File: config.mk
export PLATFORM = sky130hd
export DESIGN_NAME = voxel_face_occlusion_mask_unit
export DESIGN_NICKNAME = d
export VERILOG_FILES = /design/src/design/vfom_pkg.sv /design/src/design/vfom_raster.sv /design/src/design/vfom_plane_ram.sv /design/src/design/vfom_stencil.sv /design/src/design/voxel_face_occlusion_mask_unit.sv
export SDC_FILE = /design/constraint.sdc
export NUM_CORES = 1
export LEC_CHECK = 0
export ABC_AREA = 1
export BUFFER_PORTS_ARGS = -buffer_cell sky130_fd_sc_hd__buf_2
export CAP_MARGIN = 20
export CORE_UTILIZATION = 68
export DETAILED_ROUTE_END_ITERATION = 10
export HOLD_SLACK_MARGIN = 0.06
export PLACE_DENSITY_LB_ADDON = 0.1
export SLEW_MARGIN = 15
export SYNTH_ARGS = -nofsm -noshare
export SYNTH_HDL_FRONTEND = slang
export SYNTH_HIERARCHICAL = 1
export SYNTH_SLANG_ARGS = --single-unit
File: constraint.sdc
create_clock -name clk_i -period 9 [get_ports clk_i]
set_input_delay 0.45 -clock clk_i [delete_from_list [all_inputs] [get_ports clk_i]]
set_output_delay 0.45 -clock clk_i [all_outputs]
set_load 0.05 [all_outputs]
File: src/design/vfom_pkg.sv
// Shared constants and types for the voxel face occlusion mask unit.
package vfom_pkg;

  // Voxels per chunk edge.
  localparam int CHUNK_SIZE = 16;
  // Voxels in one x plane.
  localparam int PLANE_LEN = CHUNK_SIZE * CHUNK_SIZE;
  // Bits of a coordinate within the chunk.
  localparam int CW = $clog2(CHUNK_SIZE);
  // Bits of an address into the plane memory.
  localparam int AW = $clog2(PLANE_LEN);
  // Bits of a coordinate field on the result port.
  localparam int FW = 4;
  // Bits of the face mask.
  localparam int MW = 6;

  // Raster position of a voxel within its chunk.
  typedef struct packed {
    logic [CW-1:0] x;
    logic [CW-1:0] y;
    logic [CW-1:0] z;
  } pos_t;

  // One plane memory entry: solid bit one plane back and two planes back.
  typedef struct packed {
    logic back2;
    logic back1;
  } plane_entry_t;

endpackage

File: src/design/vfom_raster.sv
// Raster position counter: z fastest, then y, then x, wrapping per chunk.
module vfom_raster (
  input  logic              clk_i,
  input  logic              rst_ni,
  input  logic              adv_i,
  output vfom_pkg::pos_t    pos_o
);

  localparam logic [vfom_pkg::CW-1:0] Lim = vfom_pkg::CW'(vfom_pkg::CHUNK_SIZE - 1);

  vfom_pkg::pos_t pos_q;
  vfom_pkg::pos_t pos_d;

  always_comb begin
    pos_d = pos_q;
    if (adv_i) begin
      if (pos_q.z == Lim) begin
        pos_d.z = '0;
        if (pos_q.y == Lim) begin
          pos_d.y = '0;
          pos_d.x = (pos_q.x == Lim) ? '0 : pos_q.x + 1'b1;
        end else begin
          pos_d.y = pos_q.y + 1'b1;
        end
      end else begin
        pos_d.z = pos_q.z + 1'b1;
      end
    end
  end

  always_ff @(posedge clk_i or negedge rst_ni) begin
    if (!rst_ni) begin
      pos_q <= '0;
    end else begin
      pos_q <= pos_d;
    end
  end

  assign pos_o = pos_q;

endmodule

File: src/design/vfom_plane_ram.sv
// Plane history memory: one write port, one registered read port.
module vfom_plane_ram (
  input  logic                        clk_i,
  input  logic                        we_i,
  input  logic [vfom_pkg::AW-1:0]     waddr_i,
  input  vfom_pkg::plane_entry_t      wdata_i,
  input  logic                        re_i,
  input  logic [vfom_pkg::AW-1:0]     raddr_i,
  output vfom_pkg::plane_entry_t      rdata_o
);

  vfom_pkg::plane_entry_t mem_q [vfom_pkg::PLANE_LEN];
  vfom_pkg::plane_entry_t rdata_q;

  always_ff @(posedge clk_i) begin
    if (we_i) begin
      mem_q[waddr_i] <= wdata_i;
    end
  end

  always_ff @(posedge clk_i) begin
    if (re_i) begin
      rdata_q <= mem_q[raddr_i];
    end
  end

  assign rdata_o = rdata_q;

endmodule

File: src/design/vfom_stencil.sv
// Neighbour taps around the previous plane and face mask assembly.
module vfom_stencil (
  input  logic                          clk_i,
  input  logic                          shift_i,
  input  logic                          solid_i,
  input  vfom_pkg::plane_entry_t        rd_data_i,
  output logic [vfom_pkg::MW-1:0]       face_mask_o,
  output vfom_pkg::plane_entry_t        wr_data_o
);

  localparam int S = vfom_pkg::CHUNK_SIZE;

  // Tap k of the one-plane line holds the voxel (PLANE_LEN - S + k + 1) items back
  // from the voxel in flight; the read data itself is tap minus one.
  logic [2*S-1:0] back1_q;
  logic [2*S-1:0] back1_d;
  logic [S-1:0]   back2_q;
  logic [S-1:0]   back2_d;

  assign back1_d = {back1_q[2*S-2:0], rd_data_i.back1};
  assign back2_d = {back2_q[S-2:0], rd_data_i.back2};

  always_ff @(posedge clk_i) begin
    if (shift_i) begin
      back1_q <= back1_d;
      back2_q <= back2_d;
    end
  end

  always_comb begin
    face_mask_o[0] = back1_q[S-2];      // +z
    face_mask_o[1] = solid_i;           // +x
    face_mask_o[2] = back1_q[S];        // -z
    face_mask_o[3] = back2_q[S-1];      // -x
    face_mask_o[4] = rd_data_i.back1;   // +y
    face_mask_o[5] = back1_q[2*S-1];    // -y
  end

  // The entry for this plane position becomes: newest bit, and the bit one plane back.
  assign wr_data_o.back1 = solid_i;
  assign wr_data_o.back2 = back1_q[S-1];

endmodule

File: src/design/voxel_face_occlusion_mask_unit.sv
// Top level: voxel stream in, six-neighbour face mask per interior voxel out.
// After the +x neighbour is accepted it passes the read stage, then the output register,
// before out_valid_o rises.
// Throughput: one voxel per cycle unless a held result stalls the input, set by the
// single read and single write port of the plane memory, each used once per voxel.
// Reset: position counter and pipeline valids clear; memory and tap lines are not
// cleared and need no clearing pass.
module voxel_face_occlusion_mask_unit (
  input  logic                      clk_i,
  input  logic                      rst_ni,
  input  logic                      in_valid_i,
  output logic                      in_stall_o,
  input  logic [15:0]               block_value_i,
  output logic                      out_valid_o,
  input  logic                      out_stall_i,
  output logic [vfom_pkg::FW-1:0]   voxel_x_o,
  output logic [vfom_pkg::FW-1:0]   voxel_y_o,
  output logic [vfom_pkg::FW-1:0]   voxel_z_o,
  output logic [vfom_pkg::MW-1:0]   face_mask_o,
  output logic                      last_of_chunk_o
);

  localparam int CW = vfom_pkg::CW;
  localparam int FW = vfom_pkg::FW;
  localparam int AW = vfom_pkg::AW;
  localparam logic [CW-1:0] Lim   = CW'(vfom_pkg::CHUNK_SIZE - 1);
  localparam logic [CW-1:0] Inner = CW'(vfom_pkg::CHUNK_SIZE - 2);
  localparam logic [CW-1:0] One   = CW'(1);
  localparam logic [CW-1:0] Two   = CW'(2);

  vfom_pkg::pos_t         pos;
  vfom_pkg::plane_entry_t rd_data;
  vfom_pkg::plane_entry_t wr_data;
  logic [vfom_pkg::MW-1:0] mask;

  logic          accept;
  logic          s1_adv;
  logic          s1_res;
  logic          s1_last;
  logic          out_free;
  logic [CW-1:0] y_ahead;
  logic [AW-1:0] rd_addr;
  logic [AW-1:0] wr_addr;

  // Read stage.
  logic                 v1_q;
  logic                 v1_d;
  vfom_pkg::pos_t       pos1_q;
  logic                 solid1_q;

  // Output register.
  logic                 vo_q;
  logic                 vo_d;
  logic [CW-1:0]        ox_q;
  logic [CW-1:0]        oy_q;
  logic [CW-1:0]        oz_q;
  logic [vfom_pkg::MW-1:0] omask_q;
  logic                 olast_q;

  logic [CW+FW-1:0]     ox_ext;
  logic [CW+FW-1:0]     oy_ext;
  logic [CW+FW-1:0]     oz_ext;

  vfom_raster u_raster (
    .clk_i  (clk_i),
    .rst_ni (rst_ni),
    .adv_i  (accept),
    .pos_o  (pos)
  );

  // Read the next row, wrapping; it holds the previous plane unless the read wrapped.
  assign y_ahead = (pos.y == Lim) ? '0 : pos.y + 1'b1;
  assign rd_addr = AW'(int'(y_ahead) * vfom_pkg::CHUNK_SIZE + int'(pos.z));
  assign wr_addr = AW'(int'(pos1_q.y) * vfom_pkg::CHUNK_SIZE + int'(pos1_q.z));

  vfom_plane_ram u_ram (
    .clk_i   (clk_i),
    .we_i    (s1_adv),
    .waddr_i (wr_addr),
    .wdata_i (wr_data),
    .re_i    (accept),
    .raddr_i (rd_addr),
    .rdata_o (rd_data)
  );

  vfom_stencil u_stencil (
    .clk_i       (clk_i),
    .shift_i     (s1_adv),
    .solid_i     (solid1_q),
    .rd_data_i   (rd_data),
    .face_mask_o (mask),
    .wr_data_o   (wr_data)
  );

  // The voxel in the read stage is the +x neighbour of (x-1, y, z).
  assign s1_res = v1_q
               && (pos1_q.x >= Two) && (pos1_q.x <= Lim)
               && (pos1_q.y >= One) && (pos1_q.y <= Inner)
               && (pos1_q.z >= One) && (pos1_q.z <= Inner);
  assign s1_last = (pos1_q.x == Lim) && (pos1_q.y == Inner) && (pos1_q.z == Inner);

  assign out_free   = !vo_q || !out_stall_i;
  assign s1_adv     = v1_q && (!s1_res || out_free);
  assign in_stall_o = v1_q && !s1_adv;
  assign accept     = in_valid_i && !in_stall_o;

  always_comb begin
    v1_d = v1_q;
    if (accept) begin
      v1_d = 1'b1;
    end else if (s1_adv) begin
      v1_d = 1'b0;
    end
  end

  always_comb begin
    vo_d = vo_q;
    if (s1_adv && s1_res) begin
      vo_d = 1'b1;
    end else if (vo_q && !out_stall_i) begin
      vo_d = 1'b0;
    end
  end

  always_ff @(posedge clk_i or negedge rst_ni) begin
    if (!rst_ni) begin
      v1_q <= 1'b0;
      vo_q <= 1'b0;
    end else begin
      v1_q <= v1_d;
      vo_q <= vo_d;
    end
  end

  always_ff @(posedge clk_i) begin
    if (accept) begin
      pos1_q   <= pos;
      solid1_q <= (block_value_i != 16'd0);
    end
  end

  always_ff @(posedge clk_i) begin
    if (s1_adv && s1_res) begin
      ox_q    <= pos1_q.x - 1'b1;
      oy_q    <= pos1_q.y;
      oz_q    <= pos1_q.z;
      omask_q <= mask;
      olast_q <= s1_last;
    end
  end

  // Fit coordinates to the field width: pad or keep the low bits.
  assign ox_ext = {{FW{1'b0}}, ox_q};
  assign oy_ext = {{FW{1'b0}}, oy_q};
  assign oz_ext = {{FW{1'b0}}, oz_q};

  assign out_valid_o     = vo_q;
  assign voxel_x_o       = ox_ext[FW-1:0];
  assign voxel_y_o       = oy_ext[FW-1:0];
  assign voxel_z_o       = oz_ext[FW-1:0];
  assign face_mask_o     = omask_q;
  assign last_of_chunk_o = olast_q;

  // The look-ahead read and the write-back never hit the same entry in one cycle.
  assert property (@(posedge clk_i) disable iff (!rst_ni)
    (accept && s1_adv) |-> (rd_addr != wr_addr))
    else $error("plane memory read and write collide");

  // The read stage only waits behind a held result.
  assert property (@(posedge clk_i) disable iff (!rst_ni)
    (v1_q && !s1_adv) |-> (vo_q && out_stall_i))
    else $error("read stage held without a blocked output");

  // A new result only ever comes from an occupied read stage.
  assert property (@(posedge clk_i) disable iff (!rst_ni)
    $rose(out_valid_o) |-> $past(v1_q))
    else $error("result appeared without a voxel in flight");

endmodule

==> flow_metrics.py <==
metrics = {
    "run_status": {
        "status": "completed",
    },
    "floorplan": {
        "die_area_mm2": 0.03847,
        "die_w_um": 196.1,
        "rows": 70,
        "core_area_mm2": 0.03687,
        "die_y_um": 196.1,
        "start_util_pct": 69.50,
        "io_pins": 41,
    },
    "clocking": {
        "clk_pin_slew_ps": 60,
        "clockRootBuffer": "clkbuf_16",
        "cts_tree": "done",
        "cts.sinks": 608,
        "cts_buffer_depth": 3,
        "cts_max_level": 2,
        "post-cts-setup-buffers": 0,
        "worstSkewPairLatency_ps": 610,
        "numCtsBuffers": 59,
        "cts_resized": 0,
    },
    "yosys": {
        "syn_inst": 2287,
        "synthTopCellsByArea": "edfxtp_1 (70%), nand3_1 (9.9%), nand2_1 (9.0%)",
        "synth.distinct_cells": 29,
        "synth_top_area_share_pct": 69.60,
        "synth-edff-count": 594,
        "synthTopCellsByCount": "nand2_1 (615), edfxtp_1 (594), nand3_1 (506)",
        "synthFlopType": "edfxtp_1",
        "synth-seq-area-share_pct": 70.97,
        "avgSynthCellArea_um2": 11.21,
        "synth.most_common_cell": "nand2_1",
        "synth_area_mm2": 0.02563,
        "synth_seq_cells": 608,
        "postSynthNetCount": 2314,
        "ys_warn_count": 6,
        "yosys.area.top_type": "edfxtp_1",
        "async_flop_share_pct": 2.303,
    },
    "power": {
        "p_leak_nw": 9.539,
        "powerDensity_mw_per_mm2": 286.0,
        "irDropWorstVdd_uv": 254.5,
    },
    "cells_and_area": {
        "finalNetCount": 2278,
        "layout-drive-gt1-share_pct": 6.577,
        "diodes": 0,
        "nFillCells": 2440,
        "fin_cells": 2800,
        "area_delta_synth_final_pct": 7.343,
    },
    "placement": {
        "dp_cells": 2691,
        "globalplace.congestion": 0.8396,
        "numPortBuffers": 40,
        "place_hpwl_um": 32160,
    },
    "sta": {
        "worst_pin_slew_ps": 1192,
        "grt_setup_unrepaired": "no",
        "layout_min_cycle_time_ps": 3773,
        "final.setup.tns_ps": 0,
        "finalSetupViolations": 0,
        "fmax_mhz": 265.1,
        "fin_crit_sh_pct": 41.92,
        "relSlewSlack_pct": 20.53,
        "slew_violations": 0,
        "finalHoldViolations": 0,
        "finalClockSkew_ps": 16.97,
        "fin_hold_ws_ps": 119.3,
    },
    "detailed_routing": {
        "viasPerCell": 6.140,
        "via_count": 17190,
        "first_iter_violations": 2125,
        "wl_per_cell_um": 21.15,
        "antenna_left": 0,
        "drt-total-wl_um": 59220,
        "drc": 0,
        "first_pass_iters": 8,
    },
    "setup_path": {
        "worstSetupEndpointType": "flop",
        "path_max_fanout": 169,
        "rr_worst_depth": 12,
        "cp-start-kind": "flop",
        "worstPathArrival_ps": 4250,
        "path_class": "flop to flop",
        "cp.required_ps": 9470,
    },
    "global_route": {
        "grt_pass1_wl_um": 90580,
        "grt_pass1_vias": 16370,
        "grt_max_degree": 258,
        "overflow": 0,
        "track_usage_pct": 31.51,
        "antenna_found_initial": 2,
    },
    "worst_hold_path": {
        "hp-class": "primary input to flop",
        "whs_path_depth": 3,
    },
    "job": {
        "maxCapViolCount": 0,
    },
}
-- final cells by class --
class / instances / area, um^2 / share of cell area, %
clock buffer: 69 / 1514 / 5.503
clock inverter: 37 / 271.5 / 0.9870
inverter: 62 / 242.7 / 0.8824
multi-input combinational: 1465 / 6291 / 22.87
sequential: 608 / 18200 / 66.15
tap: 504 / 630.6 / 2.292
timing repair buffer: 55 / 362.8 / 1.319
-- sequential cells by signal, summed over array words and instances (netlist names) --
register / cells
u_stencil/back1_q: 32
pos1_q: 12
u_raster/pos_o: 12
voxel_x_o: 4
u_ram/mem_q: 512
solid1_q: 1
last_of_chunk_o: 1
voxel_y_o: 4
face_mask_o: 6
u_ram/rdata_o: 2
voxel_z_o: 4
v1_q: 1
u_stencil/back2_q: 16
out_valid_o: 1
-- placed cells by master (no fill, tap or decap), types with 3 or more instances in the layout --
cell	instances
nor2_1	303
ha_1	7
clkinv_2	18
buf_4	10
bufinv_16	4
o21ai_0	7
nand3_1	506
buf_2	40
xor2_1	3
a21oi_1	5
edfxtp_1	594
nand4_1	3
nand2_1	615
clkinv_1	14
dfrtp_1	11
clkbuf_1	10
inv_1	58
clkbuf_16	59
nor4_1	3
-- where the power goes --
| part | total (mW) | internal [mW] | switching (mW) | leakage [nW] |
|---|---|---|---|---|
| combinational | 2.14 | 0.568 | 1.57 | 3.23 |
| clock | 2.31 | 1.31 | 1.00 | 0.892 |
| sequential | 3.42 | 3.26 | 0.158 | 5.42 |
-- logic make-up after synthesis --
family / after synthesis / share of synthesized area, %
adder cells (fa/ha/maj): 7 / 0.3417
flip-flops: 608 / 70.97
AO/OA/AOI/OAI: 13 / 0.2636
buffers and inverters: 214 / 4.482
XOR/XNOR: 5 / 0.1709
AND/OR/NAND/NOR: 1440 / 23.77
-- worst paths after layout --
check	end	slack, ps	from
max	u_ram/rdata_o[1]	5230	u_raster/pos_o[0]
min	solid1_q	120	block_value_i[14]
max reg2reg	u_ram/rdata_o[1]	5230	u_raster/pos_o[0]
min reg2reg	u_stencil/back1_q[11]	420	u_stencil/back1_q[10]
max in group asynchronous	u_raster/pos_o[1]	8440	rst_ni
min in group asynchronous	u_raster/pos_o[10]	270	rst_ni
-- stage by stage --
| stage | util (%) | total power [mW] | area, um^2 | setup WS, ps |
|---|---|---|---|---|
| after floorplan | - | 5.030 | 25630 | 5782 |
| after global placement | 69.63 | 5.504 | 25670 | 5223 |
| after detailed placement | 69.63 | 5.563 | 25670 | 5140 |
| after CTS | 74.52 | 7.850 | 27480 | 5093 |
| after global routing | 74.60 | 8.207 | 27510 | 4903 |
| final | 74.60 | 7.867 | 27510 | 5227 |
-- timing repair --
item,CTS,global route
endpoints found under the hold margin,15,0
endpoints found under the setup margin,0,0
hold buffers,2,0
-- layer usage --
metal / global-route usage, % / share of wire, % / vias to the layer above
li1: - / - / 7809
met1: 43.43 / 38 / 8276
met2: 49.15 / 46 / 928
met3: 6.687 / 11 / 175
met4: 13.83 / 4.0 / 4
met5: 0 / 0.10 / -
-- critical path: stages, from the launching register on --
cell     delay [ps]
dfrtp_4         780
inv_8           810
buf_4           840
nand2_1         130
nand3_1         110
nand3_1          90
nand3_1         150
nand3_1          80
nand2_1         180
nand2_1          80
nand3_1         120
nand3_1          80
nand2_1          70
Power figures use the tool's default switching activity.
